`config.mk`:
```
export PLATFORM = sky130hd
export DESIGN_NAME = vnc_div_cell
export DESIGN_NICKNAME = d
export VERILOG_FILES = /design/src/rtl/vnc_pkg.sv /design/src/rtl/vnc_div_cell.sv
export SDC_FILE = /design/constraint.sdc
export NUM_CORES = 1
export LEC_CHECK = 0
export ABC_AREA = 1
export BUFFER_PORTS_ARGS = -buffer_cell sky130_fd_sc_hd__buf_2
export CAP_MARGIN = 0
export CORE_ASPECT_RATIO = 0.8
export CORE_MARGIN = 2
export CORE_UTILIZATION = 49
export CTS_BUF_LIST = sky130_fd_sc_hd__clkbuf_8 sky130_fd_sc_hd__clkbuf_16
export DETAILED_ROUTE_END_ITERATION = 16
export PLACE_DENSITY_LB_ADDON = 0.3
export SLEW_MARGIN = 25
export SYNTH_ARGS = -nofsm -noshare
export SYNTH_HDL_FRONTEND = slang
export SYNTH_SLANG_ARGS = --single-unit
```
`constraint.sdc`:
```
create_clock -name clk -period 2.45 [get_ports clk]
set_clock_uncertainty 0.15 [all_clocks]
set_input_delay 0 -clock clk [delete_from_list [all_inputs] [get_ports clk]]
set_output_delay 0 -clock clk [all_outputs]
set_load 0.01 [all_outputs]
```
`src/rtl/vnc_pkg.sv`:
```
// ----------------------------------------------------------------------------
// vnc_pkg: shared constants for the vector length limiter
// Holds the default sample width.
// ----------------------------------------------------------------------------
package vnc_pkg;

  localparam int unsigned SampleWidthDefault = 16;

endpackage

```
`src/rtl/vnc_div_cell.sv`:
```
// ----------------------------------------------------------------------------
// vnc_div_cell: one step of the restoring division of two magnitudes
// Produces one quotient bit for each of the two components, sharing the
// divisor (the norm), and passes its partial remainders along the chain.
// ----------------------------------------------------------------------------
module vnc_div_cell
  import vnc_pkg::*;
#(
  parameter int unsigned SAMPLE_WIDTH = SampleWidthDefault
) (
  input  logic                      clk,
  input  logic                      rst,
  input  logic                      adv,
  input  logic                      v_in,
  input  logic [SAMPLE_WIDTH-1:0]   norm_in,
  input  logic [2*SAMPLE_WIDTH-1:0] nx_in,
  input  logic [2*SAMPLE_WIDTH-1:0] ny_in,
  input  logic [SAMPLE_WIDTH:0]     rx_in,
  input  logic [SAMPLE_WIDTH:0]     ry_in,
  input  logic [1:0]                aux_in,
  input  logic signed [SAMPLE_WIDTH-1:0] x_in,
  input  logic signed [SAMPLE_WIDTH-1:0] y_in,
  output logic                      v_out,
  output logic [SAMPLE_WIDTH-1:0]   norm_out,
  output logic [2*SAMPLE_WIDTH-1:0] nx_out,
  output logic [2*SAMPLE_WIDTH-1:0] ny_out,
  output logic [SAMPLE_WIDTH:0]     rx_out,
  output logic [SAMPLE_WIDTH:0]     ry_out,
  output logic [1:0]                aux_out,
  output logic signed [SAMPLE_WIDTH-1:0] x_out,
  output logic signed [SAMPLE_WIDTH-1:0] y_out
);

  // Numerators shift out MSB first; the quotient bits shift in at the bottom.
  localparam int unsigned NW = 2 * SAMPLE_WIDTH;

  logic [SAMPLE_WIDTH+1:0] sx, sy, d;
  logic                    qx, qy;

  assign d  = {2'b00, norm_in};
  assign sx = {rx_in, nx_in[NW-1]};
  assign sy = {ry_in, ny_in[NW-1]};
  assign qx = sx >= d;
  assign qy = sy >= d;

  always_ff @(posedge clk) begin
    if (rst) begin
      v_out <= 1'b0;
    end else if (adv) begin
      v_out <= v_in;
    end
  end

  always_ff @(posedge clk) begin
    if (adv) begin
      norm_out <= norm_in;
      nx_out   <= {nx_in[NW-2:0], qx};
      ny_out   <= {ny_in[NW-2:0], qy};
      rx_out   <= qx ? (SAMPLE_WIDTH+1)'(sx - d) : sx[SAMPLE_WIDTH:0];
      ry_out   <= qy ? (SAMPLE_WIDTH+1)'(sy - d) : sy[SAMPLE_WIDTH:0];
      aux_out  <= aux_in;
      x_out    <= x_in;
      y_out    <= y_in;
    end
  end

endmodule

```
==> metrics.txt <==
Initial Util 50.6%; PostCTS Resize Cnt 0; dpl cell area 9060 µm²; clk slew on worst S/H paths 0.07 ns; CTS Sinks 149; post-synth top area cell edfxtp_1; hold crit path type input pin to register; initial drt markers 438; pwr/cell area 641 nW/µm²; Max-Cap Viols 0; # nets final 1367; final-report setup violation count 0; f_max 450 MHz; routed vias/inst 4.96; syn avg cell area 10.2 µm²; CTS buffer count 17; crit path kind input pin to register; syn nets 901; largest net degree at the start of global routing 71; Die X-Extent 141 µm; unrepaired setup endpoints after global routing no; clk buf depth 2; share of cells above drive strength 1 29.8%; worst-skew pair later-pin latency 0.41 ns; number of synthesized register bits 149; Synth top area share 60.8%; relative slew slack 74.2%; Ports 301; peak supply drop 0.000487 V; commonest non-fill, non-tap cell in the layout buf_2; Data arrival, critical path 2.36 ns; Area growth, synth to finish 52.2%; first-pass GRT wire length 34900 µm; CTS tree done; status complete, no violations; H-tree Lvls 4; Final Instance Area 11100 µm²; overall power 0.00712 W; Static Leak 5.52 nW; PortBufs 300; WL final 22700 µm; Min Clock Period, post-route 2.22 ns; Detailed Place HPWL 14800 µm; number of placement rows 39; Worst Setup Start Kind input pin; initial antenna violation count 0; Setup crit end kind register; most frequent cells in the layout buf_2 (299), nand2_1 (260), dlygate4sd3_1 (149), edfxtp_1 (148), inv_1 (115); post-CTS setup buffer count 0; Die Span Y 113 µm; DRC 0; CP Max Fanout 18; GPL Wtd Cong 0.940; DIE AREA 15900 µm²; drt pass-1 iters 6; Synth area leaders edfxtp_1 (61%), nand2_1 (13%), inv_1 (5.9%), ha_1 (5.5%), nand4_1 (3.4%); setup TNS 0 ns; vias in the first global route 6758; routed len/inst 16.4 µm; antenna-violating nets left 0; core area 14400 µm²; All-Layer GR Usage 28.3%; slew at the pin closest to its max-slew limit 0.387 ns; crit share post-route 90.7%; Seq/Total Area, Yosys 61.1%; final-report max-slew violation count 0; Ys Warns 0; critical path required time 2.59 ns; total gr overflow 0; Vias 6845; Post-Syn Area 7300 µm²; Root Driver clkbuf_16; Synth Instances 715; Final Hold Vio Count 0; post-synthesis cell type count 28
==> metal layers <==
metal	GRT usage, %	wire length, µm	up-vias
met5	0	0	-
met4	8.07	361	0
met3	7.02	1770	29
met2	49.6	11400	314
met1	35.3	9170	3182
li1	-	-	3320
==> synth_stat cells (all sizes together) <==
cell      n
nand2   265
buf       8
dfxtp     1
nand4    42
edfxtp  148
mux2i     1
and3      2
nor3      4
xor2     12
or2       2
fa        2
nand3    30
inv     115
a21oi    18
xnor2     2
ha       32
nor2     27
and2      2
nand3b    2
==> state kept, by name, indices dropped and copies added (netlist names) <==
| name | count |
|---|---|
| x_out | 16 |
| y_out | 16 |
| nx_out | 32 |
| ry_out | 17 |
| v_out | 1 |
| ny_out | 32 |
| norm_out | 16 |
| aux_out | 2 |
| rx_out | 17 |
==> cell families after synthesis <==
kind of cell	share of synthesized area [%]
flops	61.1
xor+xnor	1.68
mux	0.137
buf+inv	6.63
compound gates	1.54
fa+ha+maj	6.03
simple gates	22.9
==> repair_timing <==
item                                    CTS  global route
hold endpoints to repair                169             0
hold buffers                            149             0
endpoints found under the setup margin    0             0
==> per-stage QoR <==
step / setup WS, ns / std cells / util [%] / hold WS [ns]
finish: 0.228 / 1379 / 77.0 / 0.0979
CTS: 0.277 / 1378 / 76.9 / 0.0697
global route: 0.0800 / 1378 / 76.9 / 0.116
detailed placement: 0.428 / 1197 / 62.7 / 0.00916
global placement: 0.481 / 1197 / 62.7 / 0.00683
floorplan: 0.702 / 715 / - / -0.0776
==> path summary, 6_finish.rpt <==
kind / start / endpoint / slack (ns) / depth (start not counted)
min reg2reg: v_out / v_out / 0.88 / 3
max: norm_in[14] / ry_out[10] / 0.23 / 11
max reg2reg: v_out / v_out / 1.18 / 3
min: rx_in[16] / nx_out[0] / 0.1 / 5
==> power breakdown <==
part	internal [W]	total, W	switching [W]	leakage (nW)
clock	0.00134	0.00249	0.00115	0.263
sequential	0.00310	0.00317	0.0000698	1.46
combinational	0.000639	0.00147	0.000828	3.80
total	0.00507	0.00712	0.00205	5.52
==> final cells by class <==
cell class                      count  area, µm²
Multi-Input combinational cell    443       2360
Timing Repair Buffer              455       3070
Clock buffer                       17        425
Sequential cell                   149       4460
Fill cell                         944       3330
Clock inverter                     15        136
Antenna cell                        1       2.50
Inverter                          115        432
Tap cell                          184        230
==> worst max-delay path, cell delays in order <==
cell	delay, ns
dlygate4sd3_1	0.55
buf_2	0.14
inv_1	0.07
ha_1	0.37
nand2_1	0.13
nor2_1	0.18
and2_4	0.19
nand4_4	0.24
nand3_4	0.31
nand2_1	0.10
nand2_1	0.08
No activity file was read; power rests on OpenSTA's default activity.
