<file path="src/rtl/vnc_pkg.sv">
// ----------------------------------------------------------------------------
// vnc_pkg: shared constants for the vector length limiter
// Holds the default sample width.
// ----------------------------------------------------------------------------
package vnc_pkg;

  localparam int unsigned SampleWidthDefault = 16;

endpackage

</file>
<file path="src/rtl/vnc_sqrt_cell.sv">
// ----------------------------------------------------------------------------
// vnc_sqrt_cell: one step of the restoring integer square root
// Decides one bit of the root and passes the remainder and the partial root
// to the next cell, together with the item's payload.
// ----------------------------------------------------------------------------
module vnc_sqrt_cell
  import vnc_pkg::*;
#(
  parameter int unsigned SAMPLE_WIDTH = SampleWidthDefault,
  parameter int unsigned STEP         = 0
) (
  input  logic                           clk,
  input  logic                           rst,
  input  logic                           adv,
  input  logic                           v_in,
  input  logic [2*SAMPLE_WIDTH-1:0]      rem_in,
  input  logic [SAMPLE_WIDTH-1:0]        root_in,
  input  logic signed [SAMPLE_WIDTH-1:0] x_in,
  input  logic signed [SAMPLE_WIDTH-1:0] y_in,
  input  logic [SAMPLE_WIDTH-2:0]        lim_in,
  output logic                           v_out,
  output logic [2*SAMPLE_WIDTH-1:0]      rem_out,
  output logic [SAMPLE_WIDTH-1:0]        root_out,
  output logic signed [SAMPLE_WIDTH-1:0] x_out,
  output logic signed [SAMPLE_WIDTH-1:0] y_out,
  output logic [SAMPLE_WIDTH-2:0]        lim_out
);

  // The root bit decided here has weight 2^(SAMPLE_WIDTH-1-STEP).
  localparam int unsigned Sh = SAMPLE_WIDTH - 1 - STEP;
  localparam int unsigned RW = 2 * SAMPLE_WIDTH + 1;

  logic [RW-1:0] trial;
  logic [RW-1:0] rem_ext;
  logic          take;

  // Trial value (2*root + bit) * bit with bit = 2^Sh.
  assign trial   = ({{(SAMPLE_WIDTH+1){1'b0}}, root_in} << (Sh + 1))
                 + ({{(RW-1){1'b0}}, 1'b1} << (2 * Sh));
  assign rem_ext = {1'b0, rem_in};
  assign take    = rem_ext >= trial;

  always_ff @(posedge clk) begin
    if (rst) begin
      v_out <= 1'b0;
    end else if (adv) begin
      v_out <= v_in;
    end
  end

  always_ff @(posedge clk) begin
    if (adv) begin
      rem_out  <= take ? rem_in - trial[2*SAMPLE_WIDTH-1:0] : rem_in;
      root_out <= take ? root_in | (SAMPLE_WIDTH'(1) << Sh) : root_in;
      x_out    <= x_in;
      y_out    <= y_in;
      lim_out  <= lim_in;
    end
  end

endmodule

</file>
<file path="config.mk">
export PLATFORM = sky130hd
export DESIGN_NAME = vnc_sqrt_cell
export DESIGN_NICKNAME = d
export VERILOG_FILES = /design/src/rtl/vnc_pkg.sv /design/src/rtl/vnc_sqrt_cell.sv
export SDC_FILE = /design/constraint.sdc
export NUM_CORES = 1
export LEC_CHECK = 0
export BUFFER_PORTS_ARGS = -buffer_cell sky130_fd_sc_hd__buf_2
export CAP_MARGIN = 5
export CORE_MARGIN = 2
export CORE_UTILIZATION = 45
export DETAILED_ROUTE_END_ITERATION = 12
export PLACE_DENSITY = 0.78
export RECOVER_POWER = 100
export SYNTH_ARGS = -nofsm -noshare
export SYNTH_HDL_FRONTEND = slang
export SYNTH_SLANG_ARGS = --single-unit
</file>
<file path="constraint.sdc">
create_clock -name clk -period 3.3 [get_ports clk]
set_input_delay 0.66 -clock clk [delete_from_list [all_inputs] [get_ports clk]]
set_output_delay 0.66 -clock clk [all_outputs]
set_load 0.05 [all_outputs]
</file>
==> impl_metrics.tcl, run 1 <==
set metrics [dict create \
    yosysTopAreaCell "edfxtp_1" \
    syn_to_final_growth_pct 29.3 \
    ctsHoldBuffers 0 \
    met1_usage 0.241 \
    antenna_cells 0 \
    cts_tree "done" \
    fin_nets 573 \
    final_util 0.598 \
    drcViolationCount 0 \
    cts_root_buf "clkbuf_8" \
    ys_ff_latch 96 \
    io_pins 195 \
    hold_viol 0 \
    synth-edff-count 95 \
    rsz0062_at_grt "no" \
    met2_usage 0.339 \
    rows 34 \
    cts_setup_buffers 0 \
    ys_top_cells_by_area "edfxtp_1, ha_1, mux2_2, inv_1, xnor2_1" \
    grt.total_usage 0.196 \
    holdCritPathClass "input pin to register" \
    vias 2892 \
    grt_max_degree 50 \
    die_x_um 98.4 \
    fp.dieH_um 98.4 \
    vias_per_cell 5.08 \
    synth_ff_type "edfxtp_1" \
    vdd_ir_drop_max_v 0.000292 \
    multi_input_area_um2 1030 \
    clk_latency_ps 360 \
    syn_nets 366 \
    numPortBuffers 194 \
    wl_per_cell_um 17.0 \
    clock_sinks 96 \
    synth.avg_cell_area_um2 16.1 \
    ant_nets 0 \
    cts_buffers 9 \
    synth_cell_types 47 \
    synth_top_area_frac 0.711 \
    synth.yosys.warnings 0 \
    report.final.slew_viol_count 0 \
    dr.first_iter.drc_count 75 \
    post_cts_resized 0 \
    clk_path_buf_depth 2 \
    finalPower_uw 3130 \
    end_kind "register" \
    max_freq_ghz 0.373 \
    grt.overflow.total 0 \
    arrival_ps 2940 \
    max-cap-violations 0 \
    ys_seq_area_frac 0.716 \
    die-area_um2 9690 \
    grt_use_met3 0.0603 \
    cp.required_ps 3560 \
    final_cell_mix "clkbuf_1, edfxtp_1, buf_2" \
    antenna_found_initial 1 \
    layout_commonest_cell "clkbuf_1" \
    seq_area_um2 2870 \
    setup_violations 0 \
    powerDensity_nw_per_um2 603 \
    tightest_slew_ps 1230 \
    initial_utilization 0.462 \
    synth_cells 249 \
    p_leak_uw 0.00203 \
    grt_pass1_wl_mm 14.8 \
    layout_setup_ws_ps 617 \
    min_period_ps 2680 \
    min_period_over_period 0.813 \
    async_reset_ff_frac 0 \
    crit_fanout 49 \
    wl_mm 9.70 \
    finClkSkew_ps 0 \
    max-slew-margin-rel 0.177 \
    top_usage_layer "met2" \
    status "completed" \
    drive_gt1_frac 0.243 \
    n_fill_cell 752 \
    gp_congestion 0.846 \
    netlist_area_um2 4010 \
    post-place-ws_ps 437 \
    core_um2 8680 \
    htreeDepth 3 \
    clkSlewWorstSetupHoldPaths_ps 100 \
    startpoint_type "input pin" \
    hpwl_mm 7.46 \
    setup_tns_ps 0 \
    criticalPathCategory "input pin to register" \
    grt_pass1_vias 2971 \
    firstDrtPassIters 6 \
]
[sequential cells by signal, summed over array words and instances (netlist names)]
| signal | count |
|---|---|
| v_out | 1 |
| lim_out | 15 |
| rem_out | 32 |
| x_out | 16 |
| root_out | 16 |
| y_out | 16 |
[area by class of cell]
cell class | instances | share of cell area
flip-flops and latches | 96 | 0.554
multi-input cells | 132 | 0.199
repair buffers | 198 | 0.164
well taps | 108 | 0.0260
clock buffers | 9 | 0.0239
clock inverters | 7 | 0.0195
inverters | 19 | 0.0137
[cell families after synthesis]
kind of cell | after synthesis | synth area share
xor gates and xnor gates | 13 | 0.0284
muxes | 16 | 0.0440
DFF | 96 | 0.716
and+or+nand+nor | 43 | 0.0586
buffers and inverters | 21 | 0.0243
adders and majority gates | 18 | 0.0580
AOI/OAI and AO/OA | 42 | 0.0708
[per-layer routing]
metal	vias to the layer above	share of wire
met3	15	0.089
met2	131	0.50
met1	1371	0.40
met4	2	0.013
met5	-	0.0013
li1	1373	-
[worst max-delay path: stages]
cell and delay (ps):
clkbuf_2 890, clkbuf_2 1030, mux2i_1 270, nor2_1 50
[cell usage after synthesis (all sizes together), types with 3 or more instances]
library cell  instances
nand3                 3
xnor2                 7
mux2i                 3
o2111ai               3
nand2                10
xor2                  6
o21ai                 7
edfxtp               95
a21o                  3
mux2                 13
a21oi                13
nor2                 10
inv                  19
ha                   17
[power breakdown]
group | internal (µW) | total (µW) | switching [µW]
Sequential | 1460 | 1500 | 30.9
Clock | 437 | 868 | 431
Combinational | 187 | 767 | 580
Total | 2090 | 3130 | 1040
[metrics by stage]
stage	hold slack [ps]	instance area [µm²]	std cells
3_3_place_gp	471	5140	553
6_report	444	5190	569
3_5_place_dp	484	5140	553
4_1_cts	435	5360	569
2_1_floorplan	732	4010	249
5_1_grt	440	5190	569
[worst paths after layout]
kind	startpoint	to	slack [ps]	cells past startpoint
max	adv	v_out	620	4
min	rst	v_out	440	2
max reg2reg	v_out	v_out	2710	2
min reg2reg	v_out	v_out	510	2
No activity file was read; power rests on OpenSTA's default activity.
==> run 2, diff against run 1 <==
Settings changed: CORE_UTILIZATION 45 to 42, PLACE_DENSITY 0.78 to 0.77.
Clock period 3.3 ns to 2.46 ns, I/O delays scaled along.
==> run 2 against run 1 <==
Total power rose by 31%. Routed wire length rose by 5.2%. Register-to-register slack got worse by 890 ps. Count of clock-buffer cells in the layout did not move. Non-clock buffer count rose by 35. Sequential cell count did not move. Sequential share of layout area fell by 2.4 points. Final cell count rose by 9.8%.
==> impl_metrics.tcl, run 2 (synthesized netlist as in run 1, its figures left out) <==
set metrics [dict create \
    clk_latency_ps 360 \
    numPortBuffers 194 \
    layout_commonest_cell "clkbuf_1" \
    finClkSkew_ps 0 \
    grt.total_usage 0.189 \
    rows 35 \
    setup.worst_path.start "root_in[4]" \
    cts_tree "done" \
    holdCritPathClass "input pin to register" \
    fin_nets 608 \
    design_area_um2 5430 \
    timing.rr.end "v_out" \
    max-cap-violations 0 \
    top_usage_layer "met2" \
    rrSetupSlack_ps 1820 \
    crit_buf_inv 3 \
    syn_to_final_growth_pct 35.3 \
    powerDensity_nw_per_um2 757 \
    final_cell_mix "clkbuf_1, edfxtp_1, buf_2" \
    htreeDepth 3 \
    report.final.slew_viol_count 0 \
    p_leak_uw 0.00217 \
    post_cts_resized 0 \
    max-slew-margin-rel 0.295 \
    core_um2 9240 \
    grt_pass1_wl_mm 14.7 \
    antenna_found_initial 0 \
    hpwl_mm 7.94 \
    grt_pass1_vias 2975 \
    arrival_ps 2400 \
    rsz0062_at_grt "no" \
    dr.first_iter.drc_count 90 \
    tightest_slew_ps 1060 \
    min_from "rst" \
    hold_depth 2 \
    min_period_ps 2280 \
    vdd_ir_drop_max_v 0.000285 \
    grt.overflow.total 0 \
    grt_max_degree 43 \
    clkSlewWorstSetupHoldPaths_ps 100 \
    cp_top_family "compound AO/OA/AOI/OAI gates" \
    max_freq_ghz 0.439 \
    die_x_um 102 \
    gp_congestion 0.844 \
    status "completed" \
    end_kind "register" \
    max_stage_delay_ps 340 \
    cts_root_buf "clkbuf_8" \
    vias 3028 \
    hold_viol 0 \
    clock_sinks 96 \
    crit_fanout 5 \
    clk_path_buf_depth 2 \
    dp.cells 609 \
    setup_tns_ps 0 \
    r2r_start "v_out" \
    cts_buffers 9 \
    setup_violations 0 \
    met2_usage 0.328 \
    final_util 0.587 \
    drive_gt1_frac 0.292 \
    min_to "v_out" \
    startpoint_type "input pin" \
    largest_register "rem_out" \
    wl_mm 10.2 \
    antenna_cells 0 \
    io_pins 195 \
    criticalPathCategory "input pin to register" \
    met1_usage 0.216 \
    slowest_stage "ha_1" \
    die-area_um2 10400 \
    cp.required_ps 2580 \
    cts_setup_buffers 0 \
    initial_utilization 0.434 \
    placed_cell_area_um2 5430 \
    firstDrtPassIters 4 \
    drcViolationCount 0 \
    wl_per_cell_um 16.3 \
    min_period_over_period 0.927 \
    n_fill_cell 812 \
    cp_cell_sequence "buf_2, inv_1, ha_1, nand2_1, a211oi_2, nor2_1, o31ai_1, o21a_1, buf_4, mux2_2" \
    grt_use_met3 0.0621 \
    r2r_cells 2 \
    vias_per_cell 4.84 \
    ctsHoldBuffers 0 \
    ant_nets 0 \
    largest_reg_flops 32 \
    fp.dieH_um 102 \
    fin_cells 625 \
]
-- run 2: worst max-delay path by stage --
| stage | cells after the start | end |
|---|---|---|
| floorplan | 10 | rem_out[23] |
| global placement | 10 | rem_out[31] |
| detailed placement | 10 | rem_out[31] |
| CTS | 10 | rem_out[31] |
| global route | 10 | rem_out[31] |
| finish | 10 | rem_out[25] |
-- run 2: layout make-up --
class,instances,area (µm²),share of cell area
tap,129,161,0.0297
clock inverter,7,61.3,0.0113
multi-input combinational,132,1040,0.191
timing repair buffer,233,1100,0.203
sequential,96,2870,0.529
inverter,19,71.3,0.0131
clock buffer,9,124,0.0228
-- run 2: layer usage --
| layer | part of all wire | routed length [µm] |
|---|---|---|
| met1 | 0.40 | 4070 |
| met5 | 0 | 0 |
| met3 | 0.086 | 874 |
| met2 | 0.49 | 5020 |
| met4 | 0.024 | 241 |
-- run 2: through the flow --
step	setup WS, ps	hold WS, ps	power, µW
CTS	200	250	4190
detailed placement	-196	523	3190
finish	180	272	4110
floorplan	23.3	564	2800
global route	3.59	248	4270
global placement	-184	469	3170
-- run 2: power by group --
group | internal [µW] | leakage, µW | total [µW] | switching, µW
combinational | 309 | 0.00114 | 1100 | 795
sequential | 1960 | 0.000938 | 2000 | 40.8
clock | 390 | 0.0000957 | 1000 | 610
==> run 3, diff against run 2 <==
Settings changed: BUFFER_PORTS_ARGS -buffer_cell sky130_fd_sc_hd__buf_2 to -buffer_cell sky130_fd_sc_hd__buf_4, CELL_PAD_IN_SITES_DETAIL_PLACEMENT from default to 1, CELL_PAD_IN_SITES_GLOBAL_PLACEMENT from default to 1, CORE_UTILIZATION 42 to 32, PLACE_DENSITY 0.77 to default, PLACE_DENSITY_LB_ADDON from default to 0.1.
==> run 3 against run 2 <==
Global-route usage down 1.5 points. Non-clock buffer count is 1 higher. Register-to-register slack about the same. The flow now finishes with violations (capacitance limit, slew limit). Highest routed layer unchanged. Core utilization decreased by 10 points. Critical endpoint is now rem_out[30]. Sequential power about the same. Clock power up 45%. Design area up 8.2%. Largest cell class unchanged.
==> impl_metrics.tcl, run 3 (synthesized netlist as in run 1, its figures left out) <==
set metrics [dict create \
    hold_viol 0 \
    tightest_slew_ps 1910 \
    startpoint_type "input pin" \
    cts_setup_buffers 0 \
    max-cap-violations 1 \
    r2r_cells 2 \
    numPortBuffers 194 \
    end_kind "register" \
    drcViolationCount 0 \
    wl_per_cell_um 17.6 \
    min_period_over_period 0.938 \
    gp_congestion 0.838 \
    largest_reg_flops 32 \
    power.switching_uw 1500 \
    grt_max_degree 36 \
    dr.first_iter.drc_count 167 \
    setup_violations 0 \
    fin_nets 609 \
    setup.worst_path.start "rem_in[16]" \
    p_seq_frac 0.434 \
    holdCritPathClass "input pin to register" \
    hold_depth 2 \
    violations "capacitance limit, slew limit" \
    status "finished with violations" \
    rows 40 \
    clock_sinks 96 \
    cts_buffers 9 \
    placed_cell_area_um2 5980 \
    initial_utilization 0.331 \
    cts_tree "done" \
    endpoint "rem_out[30]" \
    arrival_ps 2410 \
    vias_per_cell 4.54 \
    core_um2 12100 \
    dp.cells 649 \
    grt_pass1_vias 3155 \
    power_frac_clock 0.314 \
    finClkSkew_ps 0 \
    holdWs_ps 299 \
    wl_mm 11.7 \
    htreeDepth 3 \
    report.final.slew_viol_count 32 \
    firstDrtPassIters 4 \
    fin_cells 665 \
    layout_commonest_cell "clkbuf_1" \
    ctsHoldBuffers 0 \
    grt.total_usage 0.174 \
    max_freq_ghz 0.433 \
    hpwl_mm 9.17 \
    grt.overflow.total 0 \
    combPwrFrac 0.252 \
    p_int_uw 3120 \
    die-area_um2 13500 \
    antenna_cells 0 \
    vdd_ir_drop_max_v 0.000280 \
    criticalPathCategory "input pin to register" \
    largest_register "rem_out" \
    post_cts_resized 0 \
    die_x_um 116 \
    cp.required_ps 2560 \
    switching_share 0.324 \
    clkSlewWorstSetupHoldPaths_ps 70 \
    io_pins 195 \
    cts_root_buf "clkbuf_16" \
    drive_gt1_frac 0.316 \
    ant_nets 0 \
    min_period_ps 2310 \
    fp.dieH_um 116 \
    vias 3019 \
    powerDensity_nw_per_um2 786 \
    antenna_found_initial 0 \
    setup_tns_ps 0 \
    design_area_um2 5870 \
    timing.rr.end "v_out" \
    crit_fanout 2 \
    rrSetupSlack_ps 1820 \
    final_cell_mix "clkbuf_1, edfxtp_1, clkbuf_4" \
    syn_to_final_growth_pct 46.3 \
    r2r_start "v_out" \
    p_leak_uw 0.00232 \
    rsz0062_at_grt "no" \
    max-slew-margin-rel -0.275 \
    clk_path_buf_depth 2 \
    grt_pass1_wl_mm 17.3 \
    clk_latency_ps 350 \
]
run 3: cell count changes in the layout (fill, tap and decap cells not counted), moves of 2 or more:
cell and change:
clkbuf_8 -9, clkbuf_2 -2, clkbuf_4 +63, clkinv_4 -2
buf_2 -79, buf_4 +25, clkinvlp_4 +2, clkbuf_16 +9
clkbuf_1 -8
run 3: layout make-up:
| cell class | instances | area [µm²] |
|---|---|---|
| fill | 1334 | 6240 |
| sequential | 96 | 2870 |
| timing repair buffer | 234 | 1360 |
| multi-input combinational | 132 | 1060 |
| clock buffer | 9 | 225 |
| tap | 168 | 210 |
| clock inverter | 7 | 78.8 |
| inverter | 19 | 71.3 |
run 3: metrics by stage:
stage	total power [µW]	utilization	setup WS [ps]
floorplan	2800	-	23.3
finish	4620	0.485	152
CTS	4810	0.519	97.4
detailed placement	3350	0.494	-249
global route	4800	0.485	1.77
global placement	3330	0.494	-159
run 3: how the worst min path moves through the flow:
stage / from / to / slack, ps
after global routing: rst / v_out / 300
final: rst / v_out / 300
after global placement: v_out / v_out / 480
after CTS: rst / v_out / 290
after detailed placement: v_out / v_out / 530
after floorplan: rst / v_out / 560
run 3: worst max-delay path, stage by stage:
cell	delay [ps]
buf_4	80
inv_1	40
ha_1	220
fa_1	400
nor2b_1	210
o2111ai_1	180
and4b_1	260
a21oi_1	190
xor2_1	80
mux2_2	260
run 3: routing by layer:
| layer | track usage | up-vias | wire [µm] |
|---|---|---|---|
| li1 | - | 1441 | - |
| met1 | 0.205 | 1442 | 4750 |
| met2 | 0.299 | 121 | 5790 |
| met3 | 0.0476 | 15 | 920 |
| met4 | 0.0786 | 0 | 269 |
| met5 | 0 | - | 0 |
run 3: power groups by stage:
stage / combinational [µW] / sequential [µW] / clock (µW)
finish: 1160 / 2000 / 1450
global route: 1240 / 2020 / 1540
CTS: 1310 / 2010 / 1490
detailed placement: 1310 / 2040 / 0
global placement: 1290 / 2040 / 0
floorplan: 259 / 2540 / 0
